===== config.mk =====
export PLATFORM = sky130hd
export DESIGN_NAME = issue_queue_wakeup_select
export DESIGN_NICKNAME = d
export VERILOG_FILES = /design/src/hdl/iqws_pkg.sv /design/src/hdl/iqws_cell.sv /design/src/hdl/iqws_pick.sv /design/src/hdl/issue_queue_wakeup_select.sv
export SDC_FILE = /design/constraint.sdc
export NUM_CORES = 2
export LEC_CHECK = 0
export ABC_AREA = 1
export BUFFER_PORTS_ARGS = -buffer_cell sky130_fd_sc_hd__buf_2
export CAP_MARGIN = 40
export CORE_UTILIZATION = 40
export CTS_BUF_LIST = sky130_fd_sc_hd__clkbuf_2
export DETAILED_ROUTE_END_ITERATION = 7
export PLACE_DENSITY = 0.57
export SLEW_MARGIN = 20
export SYNTH_ARGS = -nofsm -noshare
export SYNTH_HDL_FRONTEND = slang
export SYNTH_SLANG_ARGS = --single-unit

===== constraint.sdc =====
create_clock -name clk_i -period 10.3 [get_ports clk_i]
set_input_delay 1.03 -clock clk_i [delete_from_list [all_inputs] [get_ports clk_i]]
set_output_delay 1.03 -clock clk_i [all_outputs]
set_load 0.005 [all_outputs]

===== src/hdl/iqws_pkg.sv =====
// shared constants and types of the issue queue wakeup/select block
// no dependencies
package iqws_pkg;

  localparam int unsigned QUEUE_DEPTH = 16;
  localparam int unsigned PHYS_REGS   = 128;
  localparam int unsigned ARCH_REGS   = 64;
  localparam int unsigned MAX_ISSUE   = 8;
  localparam int unsigned IDX_W       = $clog2(QUEUE_DEPTH);
  localparam int unsigned OCC_W       = $clog2(QUEUE_DEPTH + 1);
  localparam int unsigned TAG_W       = 7;

  localparam logic [1:0] CMD_DISPATCH = 2'd0;
  localparam logic [1:0] CMD_WAKEUP   = 2'd1;
  localparam logic [1:0] CMD_SELECT   = 2'd2;

  localparam logic [2:0] ST_ACCEPTED = 3'd0;
  localparam logic [2:0] ST_FULL     = 3'd1;
  localparam logic [2:0] ST_ISSUED   = 3'd2;
  localparam logic [2:0] ST_NONE     = 3'd3;
  localparam logic [2:0] ST_WOKEN    = 3'd4;

  typedef struct packed {
    logic [31:0]      pc;
    logic [1:0]       op;
    logic             s1v;
    logic [TAG_W-1:0] s1t;
    logic             s2v;
    logic [TAG_W-1:0] s2t;
    logic             dv;
    logic [TAG_W-1:0] dt;
    logic [15:0]      seq;
    logic [1:0]       rdy;
  } entry_t;

  typedef struct packed {
    logic             write;
    logic             shift;
    logic             wake;
    logic [TAG_W-1:0] wake_tag;
  } cell_ctl_t;

  typedef struct packed {
    logic             found;
    logic             more;
    logic [IDX_W-1:0] idx;
  } pick_t;

endpackage


===== src/hdl/iqws_cell.sv =====
// one queue slot: holds an entry, takes its upper neighbor on a collapse
// depends on iqws_pkg
module iqws_cell (
  input  logic               clk_i,
  input  logic               rst_ni,
  input  iqws_pkg::cell_ctl_t ctl_i,
  input  iqws_pkg::entry_t   new_i,
  input  logic               up_valid_i,
  input  iqws_pkg::entry_t   up_entry_i,
  output logic               valid_o,
  output iqws_pkg::entry_t   entry_o
);

  logic             valid_q, valid_d;
  iqws_pkg::entry_t entry_q, entry_d;

  always_comb begin
    valid_d = valid_q;
    entry_d = entry_q;
    if (ctl_i.shift) begin
      valid_d = up_valid_i;
      entry_d = up_entry_i;
    end else if (ctl_i.write) begin
      valid_d = 1'b1;
      entry_d = new_i;
    end else if (ctl_i.wake && valid_q) begin
      if (entry_q.s1v && entry_q.s1t == ctl_i.wake_tag) entry_d.rdy[0] = 1'b1;
      if (entry_q.s2v && entry_q.s2t == ctl_i.wake_tag) entry_d.rdy[1] = 1'b1;
    end
  end

  always_ff @(posedge clk_i or negedge rst_ni) begin
    if (!rst_ni) begin
      valid_q <= 1'b0;
    end else begin
      valid_q <= valid_d;
    end
  end

  always_ff @(posedge clk_i) begin
    entry_q <= entry_d;
  end

  assign valid_o = valid_q;
  assign entry_o = entry_q;

endmodule


===== src/hdl/iqws_pick.sv =====
// oldest-first search for an entry with both sources ready
// depends on iqws_pkg
module iqws_pick (
  input  logic [iqws_pkg::QUEUE_DEPTH-1:0] cand_i,
  output iqws_pkg::pick_t                  pick_o
);

  always_comb begin
    pick_o.found = |cand_i;
    pick_o.more  = ($countones(cand_i) > 1);
    pick_o.idx   = '0;
    for (int i = iqws_pkg::QUEUE_DEPTH - 1; i >= 0; i--) begin
      if (cand_i[i]) pick_o.idx = iqws_pkg::IDX_W'(i);
    end
  end

endmodule


===== src/hdl/issue_queue_wakeup_select.sv =====
// collapsing issue queue with wakeup and oldest-first select
// depends on iqws_pkg, iqws_cell, iqws_pick
// dispatch and wakeup: result in the output register in the cycle after the transfer
// select: the state register enters select, then the output register takes each pick:
//   one issued entry per cycle (up to issue_width) while the receiver keeps up; nothing
//   ready gives a single result; the single-port pick over the cell row sets this rate
// input is held off for the whole select and while a result waits unaccepted
// reset: queue empty, tags below ARCH_REGS ready, issue_width 4
module issue_queue_wakeup_select (
  input  logic        clk_i,
  input  logic        rst_ni,
  input  logic        cfg_we_i,
  input  logic [3:0]  cfg_data_i,
  input  logic        in_valid_i,
  output logic        in_ready_o,
  input  logic [1:0]  command_i,
  input  logic [31:0] pc_i,
  input  logic [1:0]  op_class_i,
  input  logic        src1_valid_i,
  input  logic [6:0]  src1_tag_i,
  input  logic        src2_valid_i,
  input  logic [6:0]  src2_tag_i,
  input  logic        dst_valid_i,
  input  logic [6:0]  dst_tag_i,
  input  logic [15:0] seq_num_i,
  input  logic [6:0]  wake_tag_i,
  output logic        out_valid_o,
  input  logic        out_ready_i,
  output logic [2:0]  status_o,
  output logic [31:0] out_pc_o,
  output logic [1:0]  out_op_class_o,
  output logic        out_src1_valid_o,
  output logic [6:0]  out_src1_tag_o,
  output logic        out_src2_valid_o,
  output logic [6:0]  out_src2_tag_o,
  output logic        out_dst_valid_o,
  output logic [6:0]  out_dst_tag_o,
  output logic [15:0] out_seq_num_o,
  output logic        last_o
);

  localparam int unsigned DEPTH = iqws_pkg::QUEUE_DEPTH;

  typedef enum logic {S_IDLE, S_SEL} state_e;

  state_e                         state_q;
  logic [3:0]                     width_q;
  logic [3:0]                     issued_q;
  logic [iqws_pkg::OCC_W-1:0]     occ_q;
  logic [iqws_pkg::PHYS_REGS-1:0] tag_rdy_q;

  // output register
  logic                           out_valid_q;
  logic [2:0]                     status_q;
  iqws_pkg::entry_t               out_entry_q;
  logic                           last_q;

  logic                           in_xfer, out_free, full, out_load;
  logic [3:0]                     width_eff;
  iqws_pkg::entry_t               new_entry;
  iqws_pkg::cell_ctl_t            ctl [DEPTH];
  logic [DEPTH-1:0]               cell_valid;
  iqws_pkg::entry_t               cell_entry [DEPTH];
  logic [DEPTH-1:0]               cand;
  iqws_pkg::pick_t                pick;
  logic                           sel_step;

  // issue_width of zero acts as one, above eight as eight
  assign width_eff = (width_q == 4'd0) ? 4'd1 :
                     (width_q > 4'(iqws_pkg::MAX_ISSUE)) ? 4'(iqws_pkg::MAX_ISSUE) : width_q;

  assign out_free   = !out_valid_q || out_ready_i;
  assign in_ready_o = (state_q == S_IDLE) && out_free;
  assign in_xfer    = in_valid_i && in_ready_o;
  assign full       = (occ_q == iqws_pkg::OCC_W'(DEPTH));
  assign sel_step   = (state_q == S_SEL) && out_free && pick.found;
  // a new result enters the output register this cycle
  assign out_load   = (in_xfer && (command_i == iqws_pkg::CMD_DISPATCH ||
                                   command_i == iqws_pkg::CMD_WAKEUP)) ||
                      ((state_q == S_SEL) && out_free);

  // new entry: destination cleared before the sources look up the table
  always_comb begin
    new_entry.pc  = pc_i;
    new_entry.op  = op_class_i;
    new_entry.s1v = src1_valid_i;
    new_entry.s1t = src1_tag_i;
    new_entry.s2v = src2_valid_i;
    new_entry.s2t = src2_tag_i;
    new_entry.dv  = dst_valid_i;
    new_entry.dt  = dst_tag_i;
    new_entry.seq = seq_num_i;
    new_entry.rdy[0] = !src1_valid_i ||
                       (tag_rdy_q[src1_tag_i] && !(dst_valid_i && dst_tag_i == src1_tag_i));
    new_entry.rdy[1] = !src2_valid_i ||
                       (tag_rdy_q[src2_tag_i] && !(dst_valid_i && dst_tag_i == src2_tag_i));
  end

  // per-cell control: write at the tail, collapse at and above the picked slot, wake every cell
  always_comb begin
    for (int i = 0; i < DEPTH; i++) begin
      ctl[i].write    = in_xfer && command_i == iqws_pkg::CMD_DISPATCH && !full &&
                        occ_q == iqws_pkg::OCC_W'(i);
      ctl[i].shift    = sel_step && (iqws_pkg::IDX_W'(i) >= pick.idx);
      ctl[i].wake     = in_xfer && command_i == iqws_pkg::CMD_WAKEUP;
      ctl[i].wake_tag = wake_tag_i;
      cand[i]         = cell_valid[i] && (cell_entry[i].rdy == 2'b11);
    end
  end

  for (genvar g = 0; g < DEPTH; g++) begin : g_cell
    if (g == DEPTH - 1) begin : g_top
      iqws_cell u_cell (
        .clk_i      (clk_i),
        .rst_ni     (rst_ni),
        .ctl_i      (ctl[g]),
        .new_i      (new_entry),
        .up_valid_i (1'b0),
        .up_entry_i (cell_entry[g]),
        .valid_o    (cell_valid[g]),
        .entry_o    (cell_entry[g])
      );
    end else begin : g_mid
      iqws_cell u_cell (
        .clk_i      (clk_i),
        .rst_ni     (rst_ni),
        .ctl_i      (ctl[g]),
        .new_i      (new_entry),
        .up_valid_i (cell_valid[g+1]),
        .up_entry_i (cell_entry[g+1]),
        .valid_o    (cell_valid[g]),
        .entry_o    (cell_entry[g])
      );
    end
  end

  iqws_pick u_pick (
    .cand_i (cand),
    .pick_o (pick)
  );

  // control, ready table and output register
  always_ff @(posedge clk_i or negedge rst_ni) begin
    if (!rst_ni) begin
      state_q     <= S_IDLE;
      width_q     <= 4'd4;
      issued_q    <= '0;
      occ_q       <= '0;
      out_valid_q <= 1'b0;
      for (int i = 0; i < iqws_pkg::PHYS_REGS; i++) begin
        tag_rdy_q[i] <= (i < iqws_pkg::ARCH_REGS);
      end
    end else begin
      if (cfg_we_i) width_q <= cfg_data_i;
      if (out_load) begin
        out_valid_q <= 1'b1;
      end else if (out_ready_i) begin
        out_valid_q <= 1'b0;
      end
      unique case (state_q)
        S_IDLE: begin
          if (in_xfer) begin
            case (command_i)
              iqws_pkg::CMD_DISPATCH: begin
                if (!full) begin
                  if (dst_valid_i) tag_rdy_q[dst_tag_i] <= 1'b0;
                  occ_q <= occ_q + 1'b1;
                end
              end
              iqws_pkg::CMD_WAKEUP: begin
                tag_rdy_q[wake_tag_i] <= 1'b1;
              end
              iqws_pkg::CMD_SELECT: begin
                state_q  <= S_SEL;
                issued_q <= '0;
              end
              default: ;
            endcase
          end
        end
        S_SEL: begin
          if (out_free) begin
            if (pick.found) begin
              occ_q    <= occ_q - 1'b1;
              issued_q <= issued_q + 1'b1;
              if (!pick.more || issued_q + 4'd1 == width_eff) state_q <= S_IDLE;
            end else begin
              state_q <= S_IDLE;
            end
          end
        end
        default: state_q <= S_IDLE;
      endcase
    end
  end

  // result payload
  always_ff @(posedge clk_i) begin
    if (state_q == S_IDLE && in_xfer) begin
      out_entry_q <= '0;
      last_q      <= 1'b1;
      status_q    <= (command_i == iqws_pkg::CMD_WAKEUP) ? iqws_pkg::ST_WOKEN :
                     full ? iqws_pkg::ST_FULL : iqws_pkg::ST_ACCEPTED;
    end else if (state_q == S_SEL && out_free) begin
      if (pick.found) begin
        out_entry_q <= cell_entry[pick.idx];
        status_q    <= iqws_pkg::ST_ISSUED;
        last_q      <= !pick.more || (issued_q + 4'd1 == width_eff);
      end else begin
        out_entry_q <= '0;
        status_q    <= iqws_pkg::ST_NONE;
        last_q      <= 1'b1;
      end
    end
  end

  assign out_valid_o      = out_valid_q;
  assign status_o         = status_q;
  assign out_pc_o         = out_entry_q.pc;
  assign out_op_class_o   = out_entry_q.op;
  assign out_src1_valid_o = out_entry_q.s1v;
  assign out_src1_tag_o   = out_entry_q.s1t;
  assign out_src2_valid_o = out_entry_q.s2v;
  assign out_src2_tag_o   = out_entry_q.s2t;
  assign out_dst_valid_o  = out_entry_q.dv;
  assign out_dst_tag_o    = out_entry_q.dt;
  assign out_seq_num_o    = out_entry_q.seq;
  assign last_o           = last_q;

  // valid cells always form a packed run from slot 0; checked here by count against occ_q
  a_occ_match: assert property (@(posedge clk_i) disable iff (!rst_ni)
    $countones(cell_valid) == occ_q) else $error("occupancy mismatch");
  a_occ_range: assert property (@(posedge clk_i) disable iff (!rst_ni)
    occ_q <= iqws_pkg::OCC_W'(DEPTH)) else $error("occupancy overflow");
  a_sel_blocks: assert property (@(posedge clk_i) disable iff (!rst_ni)
    state_q == S_SEL |-> !in_ready_o) else $error("input taken during select");
  a_issue_cap: assert property (@(posedge clk_i) disable iff (!rst_ni)
    state_q == S_SEL |-> issued_q < width_eff) else $error("issued beyond width");

endmodule

== After elaboration in Yosys (flattened, before gate mapping) ==
Cells that the tools add are included.

* $add $sub $neg: 18
* Order comparisons: 25
* Equality and inequality tests: 77
* Multiplexer cells: 184
* Bitwise operators: 6
* Reductions and logical operators: 231

{| class="wikitable"
|+ Operators with widths
! cell !! number
|-
| two-way mux 76 bit || 18
|-
| two-way mux 74 bit || 15
|-
| binary-select mux 76 bit (select 4 bit) || 1
|-
| two-way mux 128 bit || 2
|-
| case mux 128 bit (2 select lines) || 1
|-
| == test 7 bit || 34
|-
| adder 32 bit || 7
|-
| nonzero test 3 bit || 45
|-
| bitwise AND 128 bit || 1
|-
| inverter 128 bit || 1
|-
| OR 128 bit || 1
|-
| logical AND 1 bit || 111
|-
| two-way mux 4 bit || 22
|-
| two-way mux 1 bit || 78
|-
| two-way mux 2 bit || 32
|-
| AND reduction 2 bit || 31
|-
| nonzero test 2 bit || 22
|-
| == test 5 x 4 -> 1 bit (second input constant) || 8
|-
| == test 2 bit (second input constant) || 17
|-
| >= comparator 4 bit (first input constant) || 8
|-
| > comparator 32 x 2 -> 1 bit (second input constant) || 1
|-
| less-than comparator 7 x 8 -> 1 bit (second input constant) || 4
|-
| two-way mux 5 bit || 5
|-
| == test 5 x 3 -> 1 bit (second input constant) || 4
|-
| other kinds (34) || 72
|}

* Register bits after elaboration: 1453
* Output and inout port bits: 80
* Word-level logic and storage cells: 750

== Depth between registers and ports, before layout ==
* Word-level depth: 23
* Mapped depth: 28
* Mapped depth without buffers: 26

== Hierarchy ==
Synthesis repeated with hierarchy kept, for this count alone.

* Cell total of the unflattened synthesis: 10163
* Area total of the unflattened synthesis: 80069.3 sq um

{| class="wikitable"
|+ Modules (own cells, without submodules)
! module !! instances !! cells an instance !! area an instance (sq um) !! seq. area each (sq um)
|-
| iqws_cell || 16 || 407 || 3639.7 || 2307.2
|-
| issue_queue_wakeup_select || 1 || 3561 || 21141.5 || 5251.3
|-
| iqws_pick || 1 || 90 || 691.9 || 0.0
|}

== Worst setup path after synthesis ==
No wires, ideal clock.

* Path kind: input to register
* Start point: in out_ready_i
* End point: reg g_cell[14].g_mid.u_cell.entry_q, in the netlist g_cell[14].g_mid.u_cell.entry_o[0] (enable)
* Library setup time: 0.320 ns
* Data arrival time: 7.995 ns
* Required time: 9.980 ns
* Setup slack: 1.985 ns
* Cell stages on the path: 12
* Path buffers: 0
* Cell sequence: nor2_1 nor2_1 nand2_1 nor2_1 inv_1 nor3_1 inv_1 nor2_1 nand2_1 o21ai_0 inv_1 o31ai_1

* Word-level cells in the longest chain between the ends: 8
* Elaborated cells on any way between the ends: 14

{| class="wikitable"
|+ RTL lines
! what !! line !! source
|-
| start: declaration || issue_queue_wakeup_select.sv:28 || <nowiki>input logic out_ready_i,</nowiki>
|-
| logical OR 1 bit * || issue_queue_wakeup_select.sv:72 || <nowiki>assign out_free = !out_valid_q || out_ready_i;</nowiki>
|-
| logical AND 1 bit * || issue_queue_wakeup_select.sv:73 || <nowiki>assign in_ready_o = (state_q == S_IDLE) && out_free;</nowiki>
|-
| named net in_ready_o || issue_queue_wakeup_select.sv:15 || <nowiki>output logic in_ready_o,</nowiki>
|-
| logical AND 1 bit * || issue_queue_wakeup_select.sv:74 || <nowiki>assign in_xfer = in_valid_i && in_ready_o;</nowiki>
|-
| logical AND 1 bit (3 in a row) || issue_queue_wakeup_select.sv:102 || <nowiki>ctl[i].write = in_xfer && command_i == iqws_pkg::CMD_DISPATCH && !full &&</nowiki>
|-
| nonzero test 3 bit (no line) || - ||
|-
| AND reduction 2 bit (no line) * || - ||
|-
| end signal: assignment || iqws_cell.sv:41 || <nowiki>entry_q <= entry_d;</nowiki>
|-
| end: declaration || iqws_cell.sv:15 || <nowiki>iqws_pkg::entry_t entry_q, entry_d;</nowiki>
|}

The timed path passes the listed nets; every way through them passes the cells marked *.
A chain may end at the register's enable or synchronous reset.

==> impl_metrics.py <==
metrics = {
    "finish": {
        "utilization_pct": 44.99,
        "syn_to_final_growth_pct": 11.32,
        "fillers": 18640,
        "fin_cells": 11810,
        "layout-drive-gt1-share_pct": 12.32,
        "fin_nets": 9135,
        "finalInstanceArea_sq_um": 84770,
    },
    "timing": {
        "worst_slack_ns": 3.724,
        "max_clock_freq_ghz": 0.1521,
        "setup_viol": 0,
        "tns_ns": 0,
        "final_hold_viol_count": 0,
        "grt_setup_unrepaired": "no",
        "maxSlewViolCount": 0,
        "clock_skew_ns": 0.1745,
        "fin_crit_ns": 6.576,
        "holdWs_ns": 0.1846,
        "fin_crit_sh_pct": 63.84,
        "max_slew_margin_pct": 9.008,
        "worst_pin_slew_ns": 1.365,
    },
    "logic_synthesis": {
        "ys_seq_area_share_pct": 55.38,
        "synth_cells": 8828,
        "syn_area_sq_um": 76150,
        "async_reset_ff_share_pct": 10.94,
        "yosys.cell_types.count": 62,
        "syn_avg_cell_area_sq_um": 8.626,
        "synth_edf_count": 1219,
        "ys_seq_elements": 1453,
        "ys_warn_count": 0,
        "synthFlopType": "edfxtp_1",
        "syn_nets": 8959,
    },
    "grt": {
        "grt_pass1_wl_um": 434000,
        "grt_pass1_vias": 65130,
        "grt_antenna_before_repair": 22,
        "grt-ovfl-total": 0,
        "grtUsageTotal_pct": 30.14,
        "grt_max_degree": 151,
    },
    "die": {
        "core-area_sq_um": 188400,
        "io_pins": 172,
        "dieArea_sq_um": 192100,
        "num_rows": 159,
        "dieWidth_um": 438.3,
        "start_util_pct": 40.42,
        "dieHeight_um": 438.3,
    },
    "clock_tree": {
        "ctsRootBufferMaster": "clkbuf_2",
        "numClockSinks": 1453,
        "cts_tree": "yes",
        "cts_setup_buffers": 0,
        "worst_skew_pair.late_latency_ns": 1.98,
        "cts_buffer_depth": 4,
        "cts_inserted_buffers": 403,
        "ctsHoldBuffers": 173,
        "cts_resized": 0,
        "clk_pin_slew_ns": 0.11,
        "cts.htree.levels": 5,
    },
    "setup_path": {
        "required_ns": 11.93,
        "path_max_fanout": 78,
        "cp_data_arrival_time_ns": 8.21,
        "critPathKind": "reg2reg",
        "end_kind": "flop",
        "start_kind": "flop",
    },
    "routing": {
        "drt_pre_antenna_iters": 7,
        "via_per_inst": 5.925,
        "routed_wl_um": 296900,
        "wl_per_cell_um": 25.14,
        "postRouteAntennaNets": 0,
        "vias": 69970,
        "drc_errors": 0,
        "drtIter0Drc": 9549,
    },
    "placement": {
        "dp_cells": 10910,
        "pre_cts_slack_ns": 3.943,
        "io_buffer_count": 171,
        "dpl-instance-area_sq_um": 79150,
        "gp_congestion": 0.9533,
        "hpwl_um": 182600,
    },
    "power_and_ir_drop": {
        "p_per_area_nw_per_um2": 318.9,
        "totalPowerFinal_mw": 27.03,
        "ir_drop_uv": 245.5,
        "p_leak_nw": 32.21,
    },
    "job": {
        "cap_violations": 0,
    },
    "hold_path": {
        "hp-class": "in2reg",
    },
    "run_status": {
        "status": "complete, no violations",
    },
}
final cells by class:
class	instances	area, sq um	area share (%)
sequential	1453	42170	49.75
multi-input combinational	6340	29910	35.29
timing repair buffer	519	4880	5.757
clock buffer	633	3168	3.737
tap	2495	3122	3.683
inverter	287	1137	1.342
clock inverter	69	346.6	0.4089
antenna	13	32.53	0.03838
final timing paths:
check,startpoint,end,slack [ns],cells past startpoint
hold / removal,src1_valid_i,g_cell[15].g_top.u_cell.entry_o[41]$_DFFE_PP_,0.18,3
setup / recovery,g_cell[15].g_top.u_cell.entry_o[0]$_SDFFCE_PN1P_,g_cell[14].g_mid.u_cell.entry_o[57]$_DFFE_PN_,3.72,20
hold reg to reg,out_pc_o[15]$_SDFFE_PP0P_,out_pc_o[15]$_SDFFE_PP0P_,0.45,2
max in group asynchronous,rst_ni,tag_rdy_q[52]$_DFFE_PN1P_,8.53,7
min in group asynchronous,rst_ni,tag_rdy_q[65]$_DFFE_PN0P_,0.63,5
setup reg to reg,g_cell[15].g_top.u_cell.entry_o[0]$_SDFFCE_PN1P_,g_cell[14].g_mid.u_cell.entry_o[57]$_DFFE_PN_,3.72,20
power by group:
part / internal (mW) / total, mW / switching (mW)
logic: 3.28 / 12.0 / 8.75
registers: 9.50 / 10.7 / 1.24
clock network: 1.67 / 4.26 / 2.59
cell usage in the layout, fill, tap and decap left out, types with 20 or more instances in the layout:
cell type and count:
o21ai_0 1392, xnor2_1 31, nand3_1 1406, clkinv_1 64
o22ai_1 106, nand2_1 2483, buf_4 111, xor2_1 67
nand4_1 29, dfxtp_1 75, o21ai_1 149, inv_1 241
dlygate4sd3_1 172, edfxtp_1 1219, nor2_1 307, o2111ai_1 20
buf_2 170, dfrtp_1 94, inv_2 22, nor3_1 29
a21oi_1 124, clkbuf_2 633, ha_1 28, dfstp_2 65
buf_16 33
logic make-up (layout without fill, tap and decap cells):
family | count (synthesis) | after routing | share of synthesized area, %
muxes | 2 | 2 | 0.02957
xor gates and xnor gates | 98 | 98 | 1.127
other | 0 | 13 | 0
AOI/OAI and AO/OA | 1898 | 1898 | 13.22
adders and majority gates | 39 | 39 | 0.7493
buffers and inverters | 1035 | 1508 | 5.588
DFF | 1453 | 1453 | 55.38
and+or+nand+nor | 4303 | 4303 | 23.91
synth_stat cells, types with 7 or more instances:
| cell | number | area (sq um) |
|---|---|---|
| nand2_1 | 2492 | 9354 |
| nand3_1 | 1409 | 7052 |
| o21ai_0 | 1393 | 6972 |
| edfxtp_1 | 1219 | 36610 |
| clkbuf_1 | 488 | 1832 |
| nor2_1 | 310 | 1164 |
| inv_1 | 254 | 953.4 |
| buf_2 | 161 | 805.8 |
| o21ai_1 | 149 | 745.7 |
| a21oi_1 | 124 | 620.6 |
| o22ai_1 | 106 | 663.1 |
| dfrtp_1 | 94 | 2352 |
| dfxtp_1 | 75 | 1501 |
| buf_1 | 68 | 255.2 |
| xor2_1 | 67 | 586.8 |
| dfstp_2 | 65 | 1708 |
| xnor2_1 | 31 | 271.5 |
| nand4_1 | 29 | 181.4 |
| nor3_1 | 29 | 145.1 |
| ha_1 | 28 | 350.3 |
| inv_2 | 25 | 93.84 |
| o2111ai_1 | 20 | 175.2 |
| o31ai_1 | 17 | 127.6 |
| a2111oi_0 | 15 | 131.4 |
| buf_6 | 15 | 168.9 |
| a221oi_1 | 14 | 122.6 |
| buf_4 | 13 | 97.59 |
| a211oi_1 | 12 | 90.09 |
| fa_1 | 11 | 220.2 |
| o211ai_1 | 10 | 75.07 |
| nor4_1 | 9 | 56.30 |
| o41ai_1 | 7 | 61.31 |
worst max-delay path, stage by stage, from the launching register on:
cell and delay, ns:
edfxtp_1 0.34, inv_1 0.05, nor3_1 0.76, inv_1 0.17, ha_1 0.28, nand3_1 0.09, nor2_1 0.06, nand2_2 0.12
inv_2 0.07, nor2_8 0.36, inv_4 0.13, nor2_8 0.30, buf_4 0.62, nor2_4 0.27, inv_4 0.13, nor2_2 0.06
inv_4 0.49, a21oi_4 0.19, inv_4 0.64, buf_4 0.75, o21ai_0 0.21
state kept, by name, summed over array words and instances, names as in the netlist, 4 cells and up:
signal                       flops
g_cell.g_mid.u_cell.valid_o     15
out_seq_num_o                   16
g_cell.g_mid.u_cell.entry_o   1140
tag_rdy_q                      128
out_pc_o                        32
out_src1_tag_o                   7
issued_q                         4
out_src2_tag_o                   7
out_dst_tag_o                    7
occ_q                            5
g_cell.g_top.u_cell.entry_o     76
width_q                          4
routing by layer:
layer	global-route usage, %	vias to the layer above	share of wire, %
li1	-	31300	-
met1	42.96	33420	41
met2	44.19	4524	43
met3	6.452	726	12
met4	12.54	0	4.2
met5	0	-	0
Power figures use the tool's default switching activity.
